$ cat src/rtl/core/aabbcr_pkg.sv
`timescale 1ns / 1ps
`default_nettype none
// ----------------------------------------------------------------------------
// aabbcr_pkg
// Shared types, widths and helpers of the box collision resolver.
// ----------------------------------------------------------------------------
package aabbcr_pkg;

    // Default table depth
    localparam int MAX_BOXES_DEF = 64;

    // Field widths
    localparam int ID_W    = 6;
    localparam int COORD_W = 16;
    localparam int SIZE_W  = 15;
    localparam int VEL_W   = 16;
    // Working width of positions: 16-bit edge plus or minus a 15-bit size,
    // plus another size in the overlap compares
    localparam int POS_W   = 19;

    // Stream widths
    localparam int IN_DATA_W  = 104;
    localparam int IN_USER_W  = 3;
    localparam int OUT_DATA_W = 72;

    typedef enum logic [2:0] {
        CMD_APPEND = 3'd0,
        CMD_UPDATE = 3'd1,
        CMD_RES_V  = 3'd2,
        CMD_RES_H  = 3'd3,
        CMD_GROUND = 3'd4
    } t_cmd;

    // One stored box
    typedef struct packed {
        logic signed [COORD_W-1:0] x;
        logic signed [COORD_W-1:0] y;
        logic        [SIZE_W-1:0]  w;
        logic        [SIZE_W-1:0]  h;
    } t_box;

    // Moving box travelling down the cell chain
    typedef struct packed {
        logic                      valid;
        t_cmd                      cmd;
        logic        [ID_W-1:0]    id;
        logic signed [POS_W-1:0]   ax;
        logic signed [POS_W-1:0]   ay;
        logic        [SIZE_W-1:0]  aw;
        logic        [SIZE_W-1:0]  ah;
        logic signed [VEL_W-1:0]   vx;
        logic signed [VEL_W-1:0]   vy;
        logic                      gr;
    } t_tok;

    // Table write request broadcast to the cells
    typedef struct packed {
        logic en;
        logic pos_only;
        t_box box;
    } t_wr;

    // Result item
    typedef struct packed {
        logic                      full;
        logic        [ID_W-1:0]    assigned_id;
        logic                      gr;
        logic signed [VEL_W-1:0]   vy;
        logic signed [VEL_W-1:0]   vx;
        logic signed [COORD_W-1:0] y;
        logic signed [COORD_W-1:0] x;
    } t_res;

    // Clamp a working position to the 16-bit field range
    function automatic logic signed [COORD_W-1:0] sat16(input logic signed [POS_W-1:0] v);
        logic signed [POS_W-1:0] hi;
        logic signed [POS_W-1:0] lo;
        hi = POS_W'(17'sd32767);
        lo = -POS_W'(17'sd32768);
        if (v > hi) begin
            sat16 = COORD_W'(hi);
        end else if (v < lo) begin
            sat16 = COORD_W'(lo);
        end else begin
            sat16 = COORD_W'(v);
        end
    endfunction

endpackage
`default_nettype wire

$ cat src/rtl/core/aabbcr_cell.sv
`timescale 1ns / 1ps
`default_nettype none
// ----------------------------------------------------------------------------
// aabbcr_cell
// One table entry: holds a box, tests the passing moving box against it and
// hands the updated moving box to the next cell.
// ----------------------------------------------------------------------------
module aabbcr_cell
    import aabbcr_pkg::*;
#(
    parameter int CELL_IDX = 0,
    parameter int IDX_W    = 6,
    parameter int CNT_W    = 7
) (
    input  wire logic             i_clk,
    input  wire logic             i_rst_n,
    input  wire t_wr              i_wr,
    input  wire logic [IDX_W-1:0] i_wr_idx,
    input  wire logic [CNT_W-1:0] i_count,
    input  wire t_tok             i_tok,
    output t_tok                  o_tok
);

    // Cells above the id range can never be the moving box itself
    localparam logic IN_ID_RANGE = (CELL_IDX < (1 << ID_W));

    t_box r_box;
    t_tok r_tok;
    t_tok n_tok;

    logic                    active;
    logic                    is_self;
    logic signed [POS_W-1:0] bx, by, bw, bh, aw, ah;
    logic signed [POS_W-1:0] a_right, a_bot, b_right, b_bot;
    logic                    ovl;
    logic                    gnd;

    assign active  = (CNT_W'(CELL_IDX) < i_count);
    assign is_self = IN_ID_RANGE && (i_tok.id == ID_W'(CELL_IDX));

    // Edges of both boxes at working width
    assign bx      = POS_W'(r_box.x);
    assign by      = POS_W'(r_box.y);
    assign bw      = POS_W'({1'b0, r_box.w});
    assign bh      = POS_W'({1'b0, r_box.h});
    assign aw      = POS_W'({1'b0, i_tok.aw});
    assign ah      = POS_W'({1'b0, i_tok.ah});
    assign a_right = i_tok.ax + aw;
    assign a_bot   = i_tok.ay + ah;
    assign b_right = bx + bw;
    assign b_bot   = by + bh;

    // Strict overlap, and ground contact with inclusive bottom bounds
    assign ovl = (a_bot > by) && (i_tok.ay < b_bot) && (a_right > bx) && (i_tok.ax < b_right);
    assign gnd = (a_bot >= by) && (i_tok.ax < b_right) && (a_right > bx)
              && (a_bot <= b_bot) && (i_tok.ay < by);

    // Resolve the moving box against this entry
    always_comb begin
        n_tok = i_tok;
        if (i_tok.valid && active && !is_self) begin
            unique case (i_tok.cmd)
                CMD_RES_V: begin
                    if (ovl && (i_tok.vy > 16'sd0)) begin
                        n_tok.ay = by - ah;
                        n_tok.vy = '0;
                        n_tok.gr = 1'b1;
                    end else if (ovl && (i_tok.vy < 16'sd0)) begin
                        n_tok.ay = b_bot;
                        n_tok.vy = '0;
                    end
                end
                CMD_RES_H: begin
                    if (ovl && (i_tok.vx > 16'sd0)) begin
                        n_tok.ax = bx - aw;
                        n_tok.vx = '0;
                    end else if (ovl && (i_tok.vx < 16'sd0)) begin
                        n_tok.ax = b_right;
                        n_tok.vx = '0;
                    end
                end
                CMD_GROUND: begin
                    if (gnd) begin
                        n_tok.gr = 1'b1;
                    end
                end
                default: begin
                end
            endcase
        end
    end

    // Moving box stage
    always_ff @(posedge i_clk) begin
        if (!i_rst_n) begin
            r_tok <= '0;
        end else begin
            r_tok <= n_tok;
        end
    end

    // Stored entry, written by append or position update
    always_ff @(posedge i_clk) begin
        if (i_wr.en && (i_wr_idx == IDX_W'(CELL_IDX))) begin
            if (i_wr.pos_only) begin
                r_box.x <= i_wr.box.x;
                r_box.y <= i_wr.box.y;
            end else begin
                r_box <= i_wr.box;
            end
        end
    end

    assign o_tok = r_tok;

endmodule
`default_nettype wire

$ cat config.mk
export PLATFORM = sky130hd
export DESIGN_NAME = aabbcr_cell
export DESIGN_NICKNAME = d
export VERILOG_FILES = /design/src/rtl/core/aabbcr_pkg.sv /design/src/rtl/core/aabbcr_cell.sv
export SDC_FILE = /design/constraint.sdc
export NUM_CORES = 1
export LEC_CHECK = 0
export BUFFER_PORTS_ARGS = -buffer_cell sky130_fd_sc_hd__buf_2
export CAP_MARGIN = 15
export CELL_PAD_IN_SITES_DETAIL_PLACEMENT = 0
export CELL_PAD_IN_SITES_GLOBAL_PLACEMENT = 1
export CORE_MARGIN = 1
export CORE_UTILIZATION = 37
export DETAILED_ROUTE_END_ITERATION = 12
export PLACE_DENSITY = 0.8
export SETUP_SLACK_MARGIN = 0.5
export SYNTH_ARGS = -nofsm -noshare
export SYNTH_HDL_FRONTEND = slang
export SYNTH_SLANG_ARGS = --single-unit
$ cat constraint.sdc
create_clock -name i_clk -period 6.65 [get_ports i_clk]
set_input_delay 0.9975 -clock i_clk [delete_from_list [all_inputs] [get_ports i_clk]]
set_output_delay 0.9975 -clock i_clk [all_outputs]
set_load 0.03 [all_outputs]
Word level (Yosys, flattened, before mapping)

Cells that the tools add are included.

Flip-flop bits (word level): 173
Input port bits: 190
Output and inout port bits: 111
Word-level logic and storage cells: 71

$add $sub $neg: 6
Order comparisons: 12
Eq/ne operators: 3
Muxes and demuxes: 17
Bitwise gates (word level): 1
Reduce and logical (&&, ||, !) cells: 18

Operators with widths:

| operator                                                       | number |
|---|---|
| two-way mux 19 bit                                             | 6 |
| two-way mux 16 bit                                             | 6 |
| adder 19 x 16 -> 19 bit                                        | 2 |
| greater-than comparator 19 x 16 -> 1 bit                       | 2 |
| less-than comparator 19 x 17 -> 1 bit                          | 2 |
| two-way mux 38 bit                                             | 1 |
| adder 16 x 16 -> 17 bit                                        | 2 |
| subtractor 16 x 16 -> 17 bit                                   | 2 |
| two-way mux 33 bit                                             | 1 |
| greater-than comparator 16 x 1 -> 1 bit, second input constant | 2 |
| less-than comparator 16 x 1 -> 1 bit, second input constant    | 2 |
| greater-or-equal comparator 19 x 16 -> 1 bit                   | 1 |
| less-or-equal comparator 19 x 17 -> 1 bit                      | 1 |
| less-than comparator 19 x 16 -> 1 bit                          | 1 |
| logical AND 1 bit                                              | 14 |
| zero test 6 bit                                                | 2 |
| less-than comparator 1 x 7 -> 1 bit, first input constant      | 1 |
| equality test 3 x 2 -> 1 bit, second input constant            | 2 |
| equality test 3 bit, second input constant                     | 1 |
| two-way mux 1 bit                                              | 2 |
| case mux 1 bit (2 select lines)                                | 1 |
| AND reduction 2 bit                                            | 1 |
| zero test 1 bit                                                | 1 |
| inverter 1 bit                                                 | 1 |

Depth between registers and ports, before layout

Gate-level depths: netlist (run 1).

Depth after elaboration: 10
Gate-level depth with buffers: 25
Mapped depth without buffers: 23

Least setup slack after synthesis (run 1)

No wires, ideal clock.

Path kind: input -> register
Start: input i_wr_idx[2]
End: register r_box, in the netlist bh[0] (enable)
Library setup time: 0.421 ns
Arrival time: 6.351 ns
Data required time: 6.229 ns
Slack: -0.122 ns
Cell stages on the path: 3
Path buffers: 0
Cell sequence: or4b_2 > nor4_1 > nor2b_1

Cells in the longest elaborated chain, start to end: 3

Ends and longest elaborated chain:

| item                                 | line               | RTL |
|---|---|---|
| from (decl)                          | aabbcr_cell.sv:18  | `input wire logic [IDX_W-1:0] i_wr_idx,` |
| zero test 6 bit                      | aabbcr_cell.sv:104 | `if (i_wr.en && (i_wr_idx == IDX_W'(CELL_IDX))) begin` |
| logical AND 1 bit                    | aabbcr_cell.sv:104 |  |
| AND reduction 2 bit (no source line) | --                 |  |
| to (signal assigned)                 | aabbcr_cell.sv:109 | `r_box <= i_wr.box;` |
| to (decl)                            | aabbcr_cell.sv:27  | `t_box r_box;` |

No other way between the ends.
A chain may end at the register's enable or synchronous reset.

Final worst setup path (run 1)

Start: input i_tok[82] (netlist name)
End: register r_tok, in the netlist o_tok[71]

Cells in the longest elaborated chain, start to end: 9
Elaborated cells between the ends (all ways): 11
Those cells by class: add/sub (1); order compare (2); mux (4); reduce/logical (4)

Ends and longest elaborated chain:

| item                                     | line              | RTL |
|---|---|---|
| from (decl)                              | aabbcr_cell.sv:20 | `input wire t_tok i_tok,` |
| adder 19 x 16 -> 19 bit                  | aabbcr_cell.sv:48 | `assign a_right = i_tok.ax + aw;` |
| greater-than comparator 19 x 16 -> 1 bit | aabbcr_cell.sv:54 | `assign ovl = (a_bot > by) && (i_tok.ay < b_bot) && (a_right > bx) && (i_tok.ax < b_right);` |
| logical AND 1 bit                        | aabbcr_cell.sv:54 |  |
| logical AND 1 bit (*)                    | aabbcr_cell.sv:54 |  |
| logical AND 1 bit                        | aabbcr_cell.sv:68 | `end else if (ovl && (i_tok.vy < 16'sd0)) begin` |
| two-way mux 19 bit                       | aabbcr_cell.sv:68 |  |
| two-way mux 19 bit (*)                   | aabbcr_cell.sv:64 | `if (ovl && (i_tok.vy > 16'sd0)) begin` |
| two-way mux 19 bit (*)                   | aabbcr_cell.sv:62 | `unique case (i_tok.cmd)` |
| two-way mux 38 bit (*)                   | aabbcr_cell.sv:61 | `if (i_tok.valid && active && !is_self) begin` |
| to (signal assigned)                     | aabbcr_cell.sv:98 | `r_tok <= n_tok;` |
| to (decl)                                | aabbcr_cell.sv:28 | `t_tok r_tok;` |

Mark *: on every way between the ends. The rest lies on a longest branch, timed or not.

==> impl_metrics.tcl, run 1 <==
set metrics [dict create \
    status "finished clean" \
    fin_ws_ps 768 \
    vias 11400 \
    clock-root-buffer "clkbuf_16" \
    finalNetCount 2056 \
    crit_path_end_kind "flop" \
    antenna_found_initial 2 \
    crit_end "o_tok[71]$_SDFF_PN0_" \
    dr.pass1.iters 7 \
    cts_tree "built" \
    seq_area_frac_synth_pct 32.6 \
    avgSynthCellArea_um2 9.24 \
    r2r-end "o_tok[71]$_SDFF_PN0_" \
    placementRows 67 \
    min_path_type "in2reg" \
    synth_edf_count 62 \
    dp_hpwl_mm 33.7 \
    synthCells 1356 \
    p_int_uw 1930 \
    fp.dieH_um 186 \
    die_x_um 186 \
    grt_pass1_vias 11200 \
    routed_wl_mm 40.9 \
    finalPower_uw 2860 \
    dieArea_um2 34600 \
    worstSetupPathType "in2reg" \
    worstMarginPinSlew_ps 1020 \
    p_sw_uw 928 \
    slew_viol_final 0 \
    layout-drive-gt1-share_pct 22.5 \
    seq_power_share_pct 40.2 \
    combPwrFrac_pct 25.5 \
    hold_viol 0 \
    power_frac_clock_pct 34.3 \
    ff2ff_path_depth 23 \
    cp.arrival_ps 6280 \
    cts_made_buffers 17 \
    setup_viol 0 \
    pre_cts_ws_ps 42.3 \
    synth-seq-cells 173 \
    startpoint_type "input pin" \
    p_per_area_nw_per_um2 187 \
    rsz0062_at_grt "no" \
    max_freq_mhz 170 \
    critPathRequiredTime_ps 7050 \
    p_leak_uw 0.00727 \
    start_util_pct 37.5 \
    clock-sinks 173 \
    io_buffers 300 \
    ys_warn_count 0 \
    ctsHtreeMaxLevel 4 \
    routabilityCongestion 0.907 \
    grt_max_degree 39 \
    regToRegStartpoint "bx[1]$_DFFE_PP_" \
    fin_crit_sh_pct 88.4 \
    drt-initial-drc-count 792 \
    path_clk_slew_ps 80 \
    r2r_slack_ps 1030 \
    setup-tns-final_ps 0 \
    vias_per_cell 5.38 \
    critPathLaunch "i_tok[82]" \
    fin_crit_ps 5880 \
    core_area_um2 33400 \
    final_util_pct 45.6 \
    grt_overflow 0 \
    switching_share_pct 32.5 \
    relSlewSlack_pct 31.8 \
    fin_skew_ps 13.2 \
    synth_flop_cell "dfxtp_1" \
    yosysUniqueCellTypes 76 \
    drc 0 \
    worstPathMaxFanout 12 \
    syn_area_um2 12500 \
    clk_path_buf_depth 2 \
    syn_to_final_growth_pct 21.6 \
    ys_async_sr_fraction_pct 0 \
    synth_nets 1747 \
    cts_hold_buf 0 \
    ant_nets 0 \
    pin_count 301 \
    clock_latency_ps 460 \
    avgRoutedWirePerCell_um 19.2 \
    ir_drop_mv 0.184 \
    max-cap-violations 0 \
    grt_usage_pct 23.8 \
    grt_pass1_wl_mm 61.7 \
]
-- per-layer routing --
metal  wire length [µm]  vias to the layer above  global-route usage (%)
met5                  0                        -                       0
met4               1090                        0                    8.43
met2              18900                      379                    39.2
met1              18600                     5339                    30.8
met3               2320                       58                    4.34
li1                   -                     5665                       -
-- critical path, stage by stage --
cell and delay, ps:
buf_2 140, ha_1 210, fa_1 410, a21o_1 190, a21oi_2 170, o21bai_1 90
a21oi_2 190, o21ai_1 140, a211oi_1 280, nor2_1 110, o41a_1 360, a41oi_1 270
xnor2_1 150, ha_1 260, a21o_1 160, a2111o_1 460, a2111oi_4 310, a221oi_2 110
o21a_1 130, nor3b_2 150, buf_4 210, o2111ai_1 120, buf_4 250, and2_2 240
a311o_1 180
-- synth_stat cells, types with 43 or more instances --
cell      instances  area [µm²]
ha_1            195        2440
nor3_1           43         215
a21oi_1          89         445
nand2_1          50         188
o21ai_0          50         250
nor2_1           92         345
edfxtp_1         62        1860
xnor2_1          56         490
inv_1           113         424
dfxtp_1         111        2220
and3_1           45         282
-- flip-flops by register name (all words and copies together) (netlist names) --
| register | flops |
|---|---|
| o_tok | 111 |
| bx | 16 |
| by | 16 |
| bh | 15 |
| bw | 15 |
-- cell usage in the layout (no fill, tap or decap), drive strengths merged, types with 12 or more instances in the layout --
cell type / synthesis / routed
nor2b: 16 / 16
a21oi: 90 / 90
nor4: 15 / 15
xnor2: 56 / 56
edfxtp: 62 / 62
o2111ai: 12 / 12
nor2: 92 / 92
dfxtp: 111 / 111
a211oi: 15 / 15
a211o: 16 / 16
a21o: 33 / 33
xor2: 30 / 30
inv: 113 / 119
nor3: 44 / 44
o21a: 27 / 27
ha: 195 / 195
nand2: 50 / 50
clkbuf: 13 / 18
o21ai: 53 / 53
nand4: 19 / 19
and2: 33 / 33
or3: 14 / 14
o21bai: 12 / 12
buf: 11 / 314
nand3: 32 / 32
and3: 45 / 45
-- power groups by stage --
stage / Clock [µW] / Combinational (µW) / Sequential (µW)
final: 980 / 727 / 1150
after global routing: 1050 / 806 / 1150
after CTS: 1010 / 718 / 1150
after detailed placement: 0 / 712 / 1170
after global placement: 0 / 704 / 1170
after floorplan: 0 / 400 / 1240
-- per-stage QoR --
stage | instances | instance area (µm²) | hold slack (ps)
after floorplan | 1356 | 12500 | 705
after global placement | 2092 | 14600 | 787
after detailed placement | 2092 | 14600 | 802
after CTS | 2124 | 15200 | 681
after global routing | 2128 | 15200 | 683
final | 2128 | 15200 | 712
-- layout make-up --
class                   instances  area [µm²]
flip-flops and latches        173        4080
clock inverters                14         106
inverters                     113         424
clock buffers                  18         450
diodes                          2        5.00
well taps                     448         561
multi-input cells            1046        8000
repair buffers                314        1610
fillers                      3330       18200
-- cells by family after synthesis --
kind of cell | count (synthesis) | share of synthesized area [%]
AOI/OAI and AO/OA | 352 | 19.3
xor gates and xnor gates | 86 | 6.01
adders and majority gates | 204 | 20.7
buffers and inverters | 137 | 4.21
DFF | 173 | 32.6
muxes | 4 | 0.359
and+or+nand+nor | 400 | 16.8
-- timing repair --
action,in CTS,in global routing
gates resized for setup,1,12
cloned,0,0
buffers inserted,0,2
endpoints found under the setup margin,1,69
pin swaps,0,2
-- worst min-delay path by stage --
stage | start | end | slack, ps | depth (start not counted)
after global routing | i_wr[24] | bw[9]$_DFFE_PP_ | 680 | 1
after detailed placement | bw[5]$_DFFE_PP_ | o_tok[87]$_SDFF_PN0_ | 800 | 3
after floorplan | bh[0]$_DFFE_PP_ | o_tok[63]$_SDFF_PN0_ | 710 | 3
after CTS | i_wr[31] | by[1]$_DFFE_PP_ | 680 | 1
final | i_wr[57] | bx[11]$_DFFE_PP_ | 710 | 1
after global placement | bw[5]$_DFFE_PP_ | o_tok[87]$_SDFF_PN0_ | 790 | 3
(Power assumes the default switching activity.)
==> run 2: changes to the inputs <==
--- a/config.mk
+++ b/config.mk
@@ -12,7 +12,7 @@
 export CORE_MARGIN = 1
 export CORE_UTILIZATION = 37
 export DETAILED_ROUTE_END_ITERATION = 12
-export PLACE_DENSITY = 0.8
+export PLACE_DENSITY = 0.88
 export SETUP_SLACK_MARGIN = 0.5
 export SYNTH_ARGS = -nofsm -noshare
 export SYNTH_HDL_FRONTEND = slang
==> run 2 against run 1 <==
- cell area about the same
- clock skew decreased by 0.64 ps
- global-route usage fell by 0.67 points
- cell count barely moved
- first-iteration DRC count decreased by 26%
- critical path type unchanged
- sequential share of layout area hardly changed
==> impl_metrics.tcl, run 2 (synthesis gave the netlist of run 1 again) <==
set metrics [dict create \
    drt-initial-drc-count 589 \
    antenna_found_initial 3 \
    cts_made_buffers 17 \
    clock-root-buffer "clkbuf_16" \
    path_delay_family "compound AO/OA/AOI/OAI gates" \
    avgRoutedWirePerCell_um 18.7 \
    clk_path_buf_depth 2 \
    timing.hold.ws_ps 712 \
    fin_area_um2 15200 \
    largest_reg_flops 111 \
    crit_buf_inv 3 \
    grt_max_degree 38 \
    fin_skew_ps 12.5 \
    layout-drive-gt1-share_pct 22.5 \
    fin_crit_ps 5880 \
    top_usage_layer "met2" \
    grt_pass1_wl_mm 60.1 \
    p_per_area_nw_per_um2 184 \
    drc 0 \
    layout_common_cells "buf_2 (300), ha_1 (195), inv_1 (113)" \
    start_util_pct 37.5 \
    setup_viol 0 \
    min_path_type "in2reg" \
    grt_util_met2_pct 38.6 \
    pre_cts_ws_ps -44.3 \
    ctsHtreeMaxLevel 4 \
    syn_to_final_growth_pct 21.6 \
    slew_viol_final 0 \
    grt_pass1_vias 11200 \
    fp.dieH_um 186 \
    critPathMaxStageDelay_ps 420 \
    cp.arrival_ps 6230 \
    slowest_stage "a2111o_1" \
    rsz0062_at_grt "no" \
    placementRows 67 \
    ant_nets 0 \
    core_area_um2 33400 \
    dr.pass1.iters 5 \
    post_layout_nonfiller_instances 2130 \
    fin_crit_sh_pct 88.5 \
    io_buffers 300 \
    relSlewSlack_pct 25.4 \
    ir_drop_mv 0.184 \
    startpoint_type "input pin" \
    vias 11600 \
    status "finished clean" \
    p_leak_uw 0.00726 \
    max_freq_mhz 170 \
    fin_ws_ps 765 \
    grt_usage_pct 23.1 \
    dieArea_um2 34600 \
    worstMarginPinSlew_ps 1090 \
    die_x_um 186 \
    vias_per_cell 5.43 \
    path_clk_slew_ps 70 \
    grtUsageMet1_pct 29.3 \
    cts_tree "built" \
    critPathRequiredTime_ps 6990 \
    grt_overflow 0 \
    dp_hpwl_mm 32.9 \
    numPlacedInstances 2092 \
    finalNetCount 2058 \
    crit_path_end_kind "flop" \
    met3_usage_pct 4.32 \
    worstPathMaxFanout 24 \
    clock_latency_ps 450 \
    max-cap-violations 0 \
    placed_cell_area_um2 14600 \
    routed_wl_mm 39.9 \
    routabilityCongestion 0.927 \
    worstSetupPathType "in2reg" \
    hold_viol 0 \
    pin_count 301 \
    finalPower_uw 2800 \
    clock-sinks 173 \
    mostFrequentLayoutCell "buf_2" \
]
[run 2: cell count changes in the layout (fill, tap and decap cells not counted), moves of 2 or more]
cell	change
buf_6	-2
buf_4	+3
clkinv_4	+2
inv_8	-2
[run 2: report_power, final]
| group | internal (µW) | switching [µW] | total (µW) |
|---|---|---|---|
| logic | 288 | 428 | 717 |
| registers | 1130 | 14.8 | 1150 |
| clock network | 477 | 462 | 939 |
[run 2: per-stage QoR]
step,setup TNS [ps],utilization (%)
floorplan,0,-
global placement,0,43.7
detailed placement,-211,43.7
CTS,0,45.3
global route,0,45.6
finish,0,45.6
[run 2: worst register-to-register path, stage by stage (launching register included)]
cell and delay, ps:
edfxtp_1 450, ha_1 320, a21o_1 160, a21oi_1 310
o21ai_0 230, a31oi_1 320, a21oi_1 220, a211oi_1 320
nand2b_1 100, a21o_1 200, xnor2_1 250, inv_1 80
ha_1 180, a21o_1 170, a31oi_1 200, o21ai_0 110
a2111oi_0 400, o21a_1 210, nor3b_4 240, buf_4 200
o2111ai_2 210, buf_4 250, and3_1 180, a211o_1 270
[run 2: repair_timing]
action,in CTS,in global routing
hold buffers,0,0
setup endpoints to repair,12,69
setup buffers,2,2
cloned,0,0
resized for setup,1,13
pin swaps,0,1
[run 2: cell type report]
cell class | count | area [µm²]
Antenna cell | 2 | 5.00
Clock buffer | 18 | 429
Clock inverter | 14 | 96.3
Fill cell | 3244 | 18200
Inverter | 113 | 424
Multi-Input combinational cell | 1046 | 8010
Sequential cell | 173 | 4080
Tap cell | 448 | 561
Timing Repair Buffer | 316 | 1630
[run 2: worst paths after layout]
path | slack (ps) | startpoint | cells after the start | end
worst max-delay path | 770 | i_tok[48] | 25 | o_tok[75]$_SDFF_PN0_
worst min-delay path | 710 | i_wr[42] | 1 | by[12]$_DFFE_PP_
worst max register to register | 980 | bx[1]$_DFFE_PP_ | 23 | o_tok[97]$_SDFF_PN0_
worst min register to register | 830 | bw[5]$_DFFE_PP_ | 3 | o_tok[87]$_SDFF_PN0_
[run 2: layer usage]
| metal | part of all wire, % | wire (µm) |
|---|---|---|
| met1 | 45 | 18100 |
| met2 | 47 | 18600 |
| met3 | 5.4 | 2150 |
| met4 | 2.6 | 1030 |
| met5 | 0.033 | 13 |
